$ cat src/design/pbtr_pkg.sv
`timescale 1ns / 1ps
package pbtr_pkg;

  localparam logic [7:0] START_BYTE   = 8'h78;
  localparam logic [7:0] LINE_INVERT  = 8'hFF;
  localparam logic [8:0] LENGTH_LIMIT = 9'd32;
  localparam logic [15:0] SUM_BIAS    = 16'd254;

  localparam logic CMD_BYTE = 1'b0;
  localparam logic CMD_GAP  = 1'b1;

  typedef enum logic [1:0] {
    STATUS_OK       = 2'd0,
    STATUS_CHECKSUM = 2'd1,
    STATUS_LENGTH   = 2'd2
  } frame_status_e;

  typedef enum logic [2:0] {
    B_IDLE = 3'b001,
    B_READ = 3'b010,
    B_LOAD = 3'b100
  } back_state_e;

  // One finished telegram handed from the receive side to the drain side.
  typedef struct packed {
    frame_status_e status;
    logic [5:0]    last_idx;
    logic          bank;
  } desc_t;

  typedef struct packed {
    logic free;
    logic bank;
  } bank_free_t;

endpackage

$ cat src/design/pbtr_if.sv
`timescale 1ns / 1ps
interface pbtr_in_if;
  logic       valid;
  logic       ready;
  logic       command;
  logic [7:0] line_byte;

  modport source (output valid, output command, output line_byte, input ready);
  modport sink (input valid, input command, input line_byte, output ready);
endinterface

interface pbtr_out_if;
  logic       valid;
  logic       ready;
  logic [7:0] frame_byte;
  logic [5:0] byte_index;
  logic [1:0] frame_status;
  logic       last;

  modport source (output valid, output frame_byte, output byte_index, output frame_status,
                  output last, input ready);
  modport sink (input valid, input frame_byte, input byte_index, input frame_status,
                input last, output ready);
endinterface

$ cat src/design/pbtr_ram.sv
`timescale 1ns / 1ps
module pbtr_ram #(
  parameter int WIDTH = 8,
  parameter int DEPTH = 128
) (
  input  logic                     clk_i,
  input  logic                     wr_en_i,
  input  logic [$clog2(DEPTH)-1:0] wr_addr_i,
  input  logic [WIDTH-1:0]         wr_data_i,
  input  logic                     rd_en_i,
  input  logic [$clog2(DEPTH)-1:0] rd_addr_i,
  output logic [WIDTH-1:0]         rd_data_o
);

  logic [WIDTH-1:0] mem [DEPTH];

  always_ff @(posedge clk_i) begin
    if (wr_en_i) begin
      mem[wr_addr_i] <= wr_data_i;
    end
    if (rd_en_i) begin
      rd_data_o <= mem[rd_addr_i];
    end
  end

endmodule

$ cat src/design/pbtr_queue.sv
`timescale 1ns / 1ps
module pbtr_queue (
  input  logic            clk_i,
  input  logic            rst_ni,
  input  logic            push_i,
  input  pbtr_pkg::desc_t desc_i,
  output logic            full_o,
  input  logic            pop_i,
  output pbtr_pkg::desc_t desc_o,
  output logic            empty_o
);
  import pbtr_pkg::*;

  desc_t      entry_q [2];
  logic       wr_ptr_q, wr_ptr_d;
  logic       rd_ptr_q, rd_ptr_d;
  logic [1:0] fill_q, fill_d;
  logic       do_push, do_pop;

  assign full_o  = (fill_q == 2'd2);
  assign empty_o = (fill_q == 2'd0);
  assign desc_o  = entry_q[rd_ptr_q];
  assign do_push = push_i && !full_o;
  assign do_pop  = pop_i && !empty_o;

  always_comb begin
    wr_ptr_d = wr_ptr_q;
    rd_ptr_d = rd_ptr_q;
    fill_d   = fill_q;
    if (do_push) begin
      wr_ptr_d = !wr_ptr_q;
    end
    if (do_pop) begin
      rd_ptr_d = !rd_ptr_q;
    end
    if (do_push && !do_pop) begin
      fill_d = fill_q + 2'd1;
    end else if (do_pop && !do_push) begin
      fill_d = fill_q - 2'd1;
    end
  end

  always_ff @(posedge clk_i or negedge rst_ni) begin
    if (!rst_ni) begin
      wr_ptr_q <= 1'b0;
      rd_ptr_q <= 1'b0;
      fill_q   <= 2'd0;
    end else begin
      wr_ptr_q <= wr_ptr_d;
      rd_ptr_q <= rd_ptr_d;
      fill_q   <= fill_d;
    end
  end

  always_ff @(posedge clk_i) begin
    if (do_push) begin
      entry_q[wr_ptr_q] <= desc_i;
    end
  end

endmodule

$ cat src/design/pbtr_front.sv
`timescale 1ns / 1ps
module pbtr_front #(
  parameter int FRAME_BYTES_MAX = 33,
  parameter int LENGTH_POSITION = 1
) (
  input  logic                                clk_i,
  input  logic                                rst_ni,
  pbtr_in_if.sink                             in_i,
  output logic                                push_o,
  output pbtr_pkg::desc_t                     desc_o,
  input  logic                                full_i,
  input  pbtr_pkg::bank_free_t                free_i,
  output logic                                wr_en_o,
  output logic [$clog2(FRAME_BYTES_MAX):0]    wr_addr_o,
  output logic [7:0]                          wr_data_o
);
  import pbtr_pkg::*;

  localparam int CW = $clog2(FRAME_BYTES_MAX + 1);
  localparam int AW = $clog2(FRAME_BYTES_MAX);
  localparam logic [8:0] LP9  = 9'(LENGTH_POSITION);
  localparam logic [8:0] MAX9 = 9'(FRAME_BYTES_MAX);

  logic          in_frame_q, in_frame_d;
  logic [CW-1:0] count_q, count_d;
  logic          bank_q, bank_d;
  logic [1:0]    busy_q, busy_d;
  logic [7:0]    len_q, len_d;
  logic [15:0]   acc_q, acc_d;
  logic [7:0]    hist1_q, hist1_d;
  logic [7:0]    hist2_q, hist2_d;

  logic          accept;
  logic [7:0]    b;
  logic          store;
  logic [CW-1:0] k;
  logic [8:0]    k9, n9, len9;
  logic [7:0]    len;
  logic [15:0]   acc_new;
  logic          frame_end;
  frame_status_e outcome;

  assign in_i.ready = !full_i && !busy_q[bank_q];
  assign accept     = in_i.valid && in_i.ready;
  assign b          = in_i.line_byte ^ LINE_INVERT;
  assign store      = (in_i.command == CMD_BYTE) && (in_frame_q || (b == START_BYTE));
  assign k          = in_frame_q ? count_q : '0;
  assign k9         = 9'(k);
  assign n9         = k9 + 9'd1;
  assign len        = (k9 == LP9) ? b : len_q;
  assign len9       = {1'b0, len};

  always_comb begin
    acc_new = in_frame_q ? acc_q : 16'd0;
    if (k9 >= 9'd2) begin
      acc_new = acc_new + {8'd0, hist2_q};
    end
    if (k9 == LP9) begin
      acc_new = acc_new + SUM_BIAS - {b, 8'd0} + {8'd0, b};
    end
  end

  assign frame_end = ((n9 > LP9) && ((len9 > LENGTH_LIMIT) || (n9 >= len9 + 9'd1)))
                     || (n9 >= MAX9);

  always_comb begin
    if (n9 <= LP9 || n9 != len9 + 9'd1 || len9 < 9'd1) begin
      outcome = STATUS_LENGTH;
    end else if (acc_new != {hist1_q, b}) begin
      outcome = STATUS_CHECKSUM;
    end else begin
      outcome = STATUS_OK;
    end
  end

  always_comb begin
    in_frame_d      = in_frame_q;
    count_d         = count_q;
    bank_d          = bank_q;
    busy_d          = busy_q;
    len_d           = len_q;
    acc_d           = acc_q;
    hist1_d         = hist1_q;
    hist2_d         = hist2_q;
    push_o          = 1'b0;
    desc_o.status   = STATUS_LENGTH;
    desc_o.last_idx = 6'(k);
    desc_o.bank     = bank_q;
    wr_en_o         = 1'b0;
    if (free_i.free) begin
      busy_d[free_i.bank] = 1'b0;
    end
    if (accept) begin
      if (in_i.command == CMD_GAP) begin
        if (in_frame_q) begin
          push_o     = 1'b1;
          in_frame_d = 1'b0;
          count_d    = '0;
        end
      end else if (store) begin
        wr_en_o = 1'b1;
        len_d   = len;
        acc_d   = acc_new;
        hist1_d = b;
        hist2_d = hist1_q;
        if (frame_end) begin
          push_o        = 1'b1;
          desc_o.status = outcome;
          in_frame_d    = 1'b0;
          count_d       = '0;
          if (outcome == STATUS_OK) begin
            busy_d[bank_q] = 1'b1;
            bank_d         = !bank_q;
          end
        end else begin
          in_frame_d = 1'b1;
          count_d    = CW'(n9);
        end
      end
    end
  end

  assign wr_addr_o = {bank_q, k[AW-1:0]};
  assign wr_data_o = b;

  always_ff @(posedge clk_i or negedge rst_ni) begin
    if (!rst_ni) begin
      in_frame_q <= 1'b0;
      count_q    <= '0;
      bank_q     <= 1'b0;
      busy_q     <= 2'b00;
    end else begin
      in_frame_q <= in_frame_d;
      count_q    <= count_d;
      bank_q     <= bank_d;
      busy_q     <= busy_d;
    end
  end

  always_ff @(posedge clk_i) begin
    len_q   <= len_d;
    acc_q   <= acc_d;
    hist1_q <= hist1_d;
    hist2_q <= hist2_d;
  end

endmodule

$ cat src/design/pbtr_back.sv
`timescale 1ns / 1ps
module pbtr_back #(
  parameter int FRAME_BYTES_MAX = 33
) (
  input  logic                              clk_i,
  input  logic                              rst_ni,
  input  pbtr_pkg::desc_t                   desc_i,
  input  logic                              empty_i,
  output logic                              pop_o,
  output pbtr_pkg::bank_free_t              free_o,
  output logic                              rd_en_o,
  output logic [$clog2(FRAME_BYTES_MAX):0]  rd_addr_o,
  input  logic [7:0]                        rd_data_i,
  pbtr_out_if.source                        out_o
);
  import pbtr_pkg::*;

  localparam int AW = $clog2(FRAME_BYTES_MAX);

  back_state_e state_q, state_d;
  logic        out_valid_q, out_valid_d;
  logic [5:0]  idx_q, idx_d;
  logic [5:0]  last_idx_q, last_idx_d;
  logic        bank_q, bank_d;
  logic        load;
  logic [7:0]  out_byte_q, out_byte_d;
  logic [5:0]  out_idx_q, out_idx_d;
  logic [1:0]  out_status_q, out_status_d;
  logic        out_last_q, out_last_d;

  always_comb begin
    state_d      = state_q;
    out_valid_d  = out_valid_q && !out_o.ready;
    idx_d        = idx_q;
    last_idx_d   = last_idx_q;
    bank_d       = bank_q;
    load         = 1'b0;
    out_byte_d   = out_byte_q;
    out_idx_d    = out_idx_q;
    out_status_d = out_status_q;
    out_last_d   = out_last_q;
    pop_o        = 1'b0;
    free_o.free  = 1'b0;
    free_o.bank  = bank_q;
    rd_en_o      = 1'b0;
    case (state_q)
      B_IDLE: begin
        if (!empty_i && !out_valid_q) begin
          pop_o = 1'b1;
          if (desc_i.status != STATUS_OK) begin
            load         = 1'b1;
            out_byte_d   = 8'd0;
            out_idx_d    = 6'd0;
            out_status_d = desc_i.status;
            out_last_d   = 1'b1;
          end else begin
            idx_d      = 6'd0;
            last_idx_d = desc_i.last_idx;
            bank_d     = desc_i.bank;
            state_d    = B_READ;
          end
        end
      end
      B_READ: begin
        rd_en_o = 1'b1;
        state_d = B_LOAD;
      end
      B_LOAD: begin
        if (!out_valid_q) begin
          load         = 1'b1;
          out_byte_d   = rd_data_i;
          out_idx_d    = idx_q;
          out_status_d = STATUS_OK;
          out_last_d   = (idx_q == last_idx_q);
          if (idx_q == last_idx_q) begin
            free_o.free = 1'b1;
            state_d     = B_IDLE;
          end else begin
            idx_d   = idx_q + 6'd1;
            state_d = B_READ;
          end
        end
      end
      default: begin
        state_d = B_IDLE;
      end
    endcase
    if (load) begin
      out_valid_d = 1'b1;
    end
  end

  assign rd_addr_o = {bank_q, idx_q[AW-1:0]};

  always_ff @(posedge clk_i or negedge rst_ni) begin
    if (!rst_ni) begin
      state_q     <= B_IDLE;
      out_valid_q <= 1'b0;
    end else begin
      state_q     <= state_d;
      out_valid_q <= out_valid_d;
    end
  end

  always_ff @(posedge clk_i) begin
    idx_q        <= idx_d;
    last_idx_q   <= last_idx_d;
    bank_q       <= bank_d;
    out_byte_q   <= out_byte_d;
    out_idx_q    <= out_idx_d;
    out_status_q <= out_status_d;
    out_last_q   <= out_last_d;
  end

  assign out_o.valid        = out_valid_q;
  assign out_o.frame_byte   = out_byte_q;
  assign out_o.byte_index   = out_idx_q;
  assign out_o.frame_status = out_status_q;
  assign out_o.last         = out_last_q;

endmodule

$ cat src/design/process_bus_telegram_receiver.sv
`timescale 1ns / 1ps
// Process bus telegram receiver. Each transaction on in_i is either a raw
// (bit-inverted) line byte or an inter-byte gap event. Line bytes are taken in
// one cycle each and written straight into one of two frame buffer banks;
// the length check and the 16-bit sum are kept running, so the frame verdict
// is known on the cycle its final byte is taken. A good telegram is then
// played out of the frame buffer byte by byte (a RAM read state overlaps the
// hand-off of the previous byte, then a load state fills the output register
// once it is free) with status ok and last on its final byte; checksum and
// length failures give a single status transaction. The two banks let the
// next telegram be received while the previous one drains; in_i stalls only
// when both banks still hold undelivered telegrams or the two-entry verdict
// queue is full. No clearing pass is needed after reset.
module process_bus_telegram_receiver #(
  parameter int FRAME_BYTES_MAX = 33,
  parameter int LENGTH_POSITION = 1
) (
  input  logic       clk_i,
  input  logic       rst_ni,
  pbtr_in_if.sink    in_i,
  pbtr_out_if.source out_o
);
  import pbtr_pkg::*;

  localparam int AW    = $clog2(FRAME_BYTES_MAX);
  localparam int DEPTH = 2 * (1 << AW);

  logic            push, full, pop, empty;
  desc_t           push_desc, head_desc;
  bank_free_t      bank_free;
  logic            wr_en, rd_en;
  logic [AW:0]     wr_addr, rd_addr;
  logic [7:0]      wr_data, rd_data;

  pbtr_front #(
    .FRAME_BYTES_MAX (FRAME_BYTES_MAX),
    .LENGTH_POSITION (LENGTH_POSITION)
  ) u_front (
    .clk_i     (clk_i),
    .rst_ni    (rst_ni),
    .in_i      (in_i),
    .push_o    (push),
    .desc_o    (push_desc),
    .full_i    (full),
    .free_i    (bank_free),
    .wr_en_o   (wr_en),
    .wr_addr_o (wr_addr),
    .wr_data_o (wr_data)
  );

  pbtr_queue u_queue (
    .clk_i   (clk_i),
    .rst_ni  (rst_ni),
    .push_i  (push),
    .desc_i  (push_desc),
    .full_o  (full),
    .pop_i   (pop),
    .desc_o  (head_desc),
    .empty_o (empty)
  );

  pbtr_ram #(
    .WIDTH (8),
    .DEPTH (DEPTH)
  ) u_ram (
    .clk_i     (clk_i),
    .wr_en_i   (wr_en),
    .wr_addr_i (wr_addr),
    .wr_data_i (wr_data),
    .rd_en_i   (rd_en),
    .rd_addr_i (rd_addr),
    .rd_data_o (rd_data)
  );

  pbtr_back #(
    .FRAME_BYTES_MAX (FRAME_BYTES_MAX)
  ) u_back (
    .clk_i     (clk_i),
    .rst_ni    (rst_ni),
    .desc_i    (head_desc),
    .empty_i   (empty),
    .pop_o     (pop),
    .free_o    (bank_free),
    .rd_en_o   (rd_en),
    .rd_addr_o (rd_addr),
    .rd_data_i (rd_data),
    .out_o     (out_o)
  );

endmodule

$ cat src/flat_wrapper.sv
// flat-port wrapper written by rule: the top's interface ports become plain ports
module process_bus_telegram_receiver_flat import pbtr_pkg::*;
#(
  parameter int FRAME_BYTES_MAX = 33,
  parameter int LENGTH_POSITION = 1
)
  (clk_i, rst_ni, in_i_valid, in_i_command, in_i_line_byte, in_i_ready, out_o_valid, out_o_frame_byte, out_o_byte_index, out_o_frame_status, out_o_last, out_o_ready);
  pbtr_in_if in_i_i ();
  pbtr_out_if out_o_i ();
  input  logic clk_i;
  input  logic rst_ni;
  input wire logic [$bits(in_i_i.valid)-1:0] in_i_valid;
  input wire logic [$bits(in_i_i.command)-1:0] in_i_command;
  input wire logic [$bits(in_i_i.line_byte)-1:0] in_i_line_byte;
  output wire logic [$bits(in_i_i.ready)-1:0] in_i_ready;
  output wire logic [$bits(out_o_i.valid)-1:0] out_o_valid;
  output wire logic [$bits(out_o_i.frame_byte)-1:0] out_o_frame_byte;
  output wire logic [$bits(out_o_i.byte_index)-1:0] out_o_byte_index;
  output wire logic [$bits(out_o_i.frame_status)-1:0] out_o_frame_status;
  output wire logic [$bits(out_o_i.last)-1:0] out_o_last;
  input wire logic [$bits(out_o_i.ready)-1:0] out_o_ready;
  assign in_i_i.valid = in_i_valid;
  assign in_i_i.command = in_i_command;
  assign in_i_i.line_byte = in_i_line_byte;
  assign in_i_ready = in_i_i.ready;
  assign out_o_valid = out_o_i.valid;
  assign out_o_frame_byte = out_o_i.frame_byte;
  assign out_o_byte_index = out_o_i.byte_index;
  assign out_o_frame_status = out_o_i.frame_status;
  assign out_o_last = out_o_i.last;
  assign out_o_i.ready = out_o_ready;
  process_bus_telegram_receiver #(.FRAME_BYTES_MAX(FRAME_BYTES_MAX), .LENGTH_POSITION(LENGTH_POSITION)) u_core (.clk_i(clk_i), .rst_ni(rst_ni), .in_i(in_i_i), .out_o(out_o_i));
endmodule
$ cat config.mk
export PLATFORM = sky130hd
export DESIGN_NAME = process_bus_telegram_receiver_flat
export DESIGN_NICKNAME = d
export VERILOG_FILES = /design/src/design/pbtr_pkg.sv /design/src/design/pbtr_if.sv /design/src/design/pbtr_ram.sv /design/src/design/pbtr_queue.sv /design/src/design/pbtr_front.sv /design/src/design/pbtr_back.sv /design/src/design/process_bus_telegram_receiver.sv /design/src/flat_wrapper.sv
export SDC_FILE = /design/constraint.sdc
export NUM_CORES = 1
export LEC_CHECK = 0
export BUFFER_PORTS_ARGS = -buffer_cell sky130_fd_sc_hd__clkbuf_2
export CORE_MARGIN = 4
export CORE_UTILIZATION = 57
export DETAILED_ROUTE_END_ITERATION = 10
export MAX_ROUTING_LAYER = met4
export PLACE_DENSITY_LB_ADDON = 0.3
export SETUP_SLACK_MARGIN = 0.15
export SLEW_MARGIN = 20
export SYNTH_ARGS = -nofsm -noshare
export SYNTH_HDL_FRONTEND = slang
export SYNTH_HIERARCHICAL = 1
export SYNTH_SLANG_ARGS = --single-unit
$ cat constraint.sdc
create_clock -name clk_i -period 5.54 [get_ports clk_i]
set_input_delay 0.554 -clock clk_i [delete_from_list [all_inputs] [get_ports clk_i]]
set_output_delay 0.554 -clock clk_i [all_outputs]
set_load 0.02 [all_outputs]
==> flow_summary.yaml <==
logic_synthesis:
  syn_inst: 2408
  yosys.area_share.simple_pct: 4.311
  synth_nets: 2480
  synth-seq-cells: 1138
  syn_area_sq_um: 47310
  avgSynthCellArea_sq_um: 19.65
  synth_flop_cell: "edfxtp_1"
  yosys.area.top_type: "edfxtp_1"
  synth-adder-area-share_pct: 1.592
  synth_top_family_by_area: "multiplexers"
  synthTopCellsByArea: "edfxtp_1 (71%), mux4_2 (16%), ha_1 (1.5%), nor2_1 (1.3%), dfrtp_1 (0.90%)"
  synth_edf_count: 1120
  synth-compound-area-share_pct: 2.676
  synth.mux.area_fraction_pct: 16.53
  synth_top_area_share_pct: 71.09
  seq_area_frac_synth_pct: 72.04
  async_flop_share_pct: 1.582
  yosysWarnings: 6
  synth_xor_area_share_pct: 1.145
  yosysUniqueCellTypes: 81
route:
  via_count: 24160
  firstDrtPassIters: 5
  wirelength_mm: 108.7
  viasPerCell: 6.574
  drt_iter0_drc: 2892
  ant_nets: 0
  routedWlPerCell_um: 29.57
  drc_errors: 0
cts:
  tritoncts: "yes"
  clkTransAtPathRegs_ns: 0.06
  clockBufferDepth: 3
  cts_sinks: 1138
  clk-insertion-delay-late_ns: 0.69
  cts-buffers-inserted: 110
  cts_root_buffer: "clkbuf_16"
  cts-htree-levels: 3
setup_path:
  crit_path_max_fanout: 15
  cpPeakStageDelay_ns: 0.46
  crit_required_ns: 6.06
  path_cells: "buf_12, and2_4, ha_4, nand3_2, a22oi_2, o21ai_2, or3_1, xor2_1, ha_1, ha_1, ha_4, and3_4, nand2_1, a21oi_2, nor2_1, a211o_1, a211o_1, xor2_1, nor4_2, buf_4, nand4_2, xnor2_1"
  worstSetupPathType: "flop to flop"
  critPathBufInv: 2
  endpoint_kind: "flop"
  worstPathArrival_ns: 5.76
  crit_start: "u_core/u_front/in_frame_q$_DFFE_PN0P_"
  startpoint_type: "flop"
  worst_path_max_delay_cell: "dfrtp_2"
  reg2reg_from: "u_core/u_front/in_frame_q$_DFFE_PN0P_"
  crit_family: "compound AO/OA/AOI/OAI gates"
cells_and_area:
  final_cell_mix: "edfxtp_1 (1120), mux4_2 (336), nor2_1 (168)"
  area_growth_pct: 11.87
  fill_cells: 5371
  final_common_cell: "edfxtp_1"
  drive_gt1_share_pct: 26.88
  multi_input_area_sq_um: 12700
  seqCellArea_sq_um: 34090
  utilization_pct: 64.36
  fin_cells: 3675
  layout.nets: 2580
timing:
  hold_viol: 0
  worst_slack_ns: 0.3000
  fin_hold_ws_ns: 0.1231
  fin_crit_sh_pct: 94.59
  worstMarginPinSlew_ns: 1.145
  skew_ns: 0.03552
  setup_violations: 0
  max_freq_mhz: 190.8
  rsz0062_at_grt: "false"
  fin_crit_ns: 5.240
  relSlewSlack_pct: 23.66
  slew_viol_final: 0
floorplan:
  die_x_um: 296.1
  dieHeight_um: 296.1
  initial_core_util_pct: 57.53
  core.rowCount: 105
  die_area_sq_um: 87680
  io_pins: 32
  core_area_sq_um: 82240
hold_path:
  hold_class: "primary input to flop"
  hold_start: "out_o_ready"
power:
  combPwrFrac_pct: 2.7
  clockPowerShare_pct: 42.8
  intPower_mw: 13.95
  powerDensity_nw_per_um2: 331.4
  swShare_pct: 20.44
  power.total_mw: 17.54
  power_frac_seq_pct: 54.5
  switching_power_mw: 3.586
  leakage_nw: 17.56
  irDropWorstVdd_mv: 0.2600
global_route:
  grt_antenna_before_repair: 1
  grt_pass1_wl_mm: 163.0
  grt_usage_pct: 26.12
  grt_pass1_vias: 24330
  overflow: 0
  grt_max_degree: 113
placement:
  hpwl_mm: 65.52
  placed_cells: 3453
  place_congestion: 0.9247
  place_ws_ns: -0.003435
  portBuffers: 31
job:
  maxCapViolCount: 0
run_status:
  run_status: "finished, final reports clean"
[stage by stage]
stage                     area, sq um    TNS, ns
after CTS                       52690          0
after global routing            52930          0
after global placement          48980          0
after detailed placement        48990  -0.003435
final                           52930          0
after floorplan                 47430          0
[path summary, 6_finish.rpt]
check,end,slack [ns],cells past startpoint
worst max register to register,u_core/u_front/bank_q$_DFFE_PN0P_,0.30,22
max in group asynchronous,u_core/u_front/in_frame_q$_DFFE_PN0P_,4.76,2
min in group asynchronous,u_core/u_back/state_q[2]$_DFFE_PN0P_,0.38,2
worst max-delay path,u_core/u_front/bank_q$_DFFE_PN0P_,0.30,22
worst min register to register,u_core/u_back/last_idx_q[1]$_DFFE_PP_,0.51,1
worst min-delay path,u_core/u_back/out_o.valid$_DFF_PN0_,0.12,3
[synth_stat cells, drive strengths merged (3+ instances only)]
library cell / instances
nor2b: 18
mux2i: 4
a311oi: 3
nand2b: 7
xor2: 26
nor4: 5
o21a: 9
and3: 27
a21boi: 4
a2111oi: 3
a31oi: 9
clkbuf: 57
or2: 4
and2: 18
or3: 7
ha: 57
o21ai: 39
a21o: 19
mux4: 336
dfrtp: 17
a221oi: 5
a211oi: 7
o31ai: 6
o41ai: 3
a21oi: 34
buf: 68
a41oi: 3
nand2: 86
a211o: 5
nor3: 30
mux2: 19
xnor2: 35
o211ai: 5
nand4: 12
a22o: 3
o21bai: 3
nand3: 40
nor2: 171
inv: 53
edfxtp: 1120
[registers in the layout (all words and copies together), names as in the netlist, 8 cells and up]
register and count:
u_core/u_front/acc_q 16, u_core/u_queue/entry_q 18, u_core/u_front/hist2_q 8, u_core/u_front/hist1_q 8, u_core/u_ram/rd_data_o 8, u_core/u_front/len_q 8
u_core/u_ram/mem 1024, u_core/u_back/out_o.frame_byte 8
[cells by family after synthesis]
logic type	after synthesis
AOI/OAI and AO/OA	179
and+or+nand+nor	434
DFF	1138
muxes	359
buffers and inverters	178
adders and majority gates	59
xor gates and xnor gates	61
[tightest hold or removal path: stages]
cell and delay, ns:
clkbuf_2 0.08, inv_1 0.04, a21o_1 0.10
[power by group through the flow]
stage               clock (mW)  combinational [mW]  sequential [mW]
global route              8.03               0.505             9.56
global placement             0               0.430             9.74
finish                    7.51               0.470             9.56
detailed placement           0               0.452             9.75
CTS                       7.63               0.459             9.56
floorplan                    0               0.226             9.79
[final cells by class]
type / instances / share of cell area, %
Timing Repair Buffer: 113 / 1.764
Inverter: 53 / 0.4161
Antenna cell: 1 / 0.004728
Sequential cell: 1138 / 64.40
Tap cell: 1070 / 2.529
Clock inverter: 73 / 1.470
Clock buffer: 135 / 5.418
Multi-Input combinational cell: 1092 / 24.00
[per-layer routing]
| layer | wire [um] | global-route usage (%) |
|---|---|---|
| met1 | 42220 | 36.47 |
| met2 | 54370 | 41.30 |
| met3 | 8884 | 3.415 |
| met4 | 3200 | 7.858 |
| met5 | 0 | - |
[repair_timing]
item                                   in CTS  in global routing
endpoints found under the hold margin      17                  0
buffers inserted                            1                 10
gates cloned                                0                  1
pin swaps                                   3                 20
setup endpoints to repair                   5                 15
gates resized for setup                     7                 30
hold buffers                                1                  0
(Power assumes the default switching activity.)
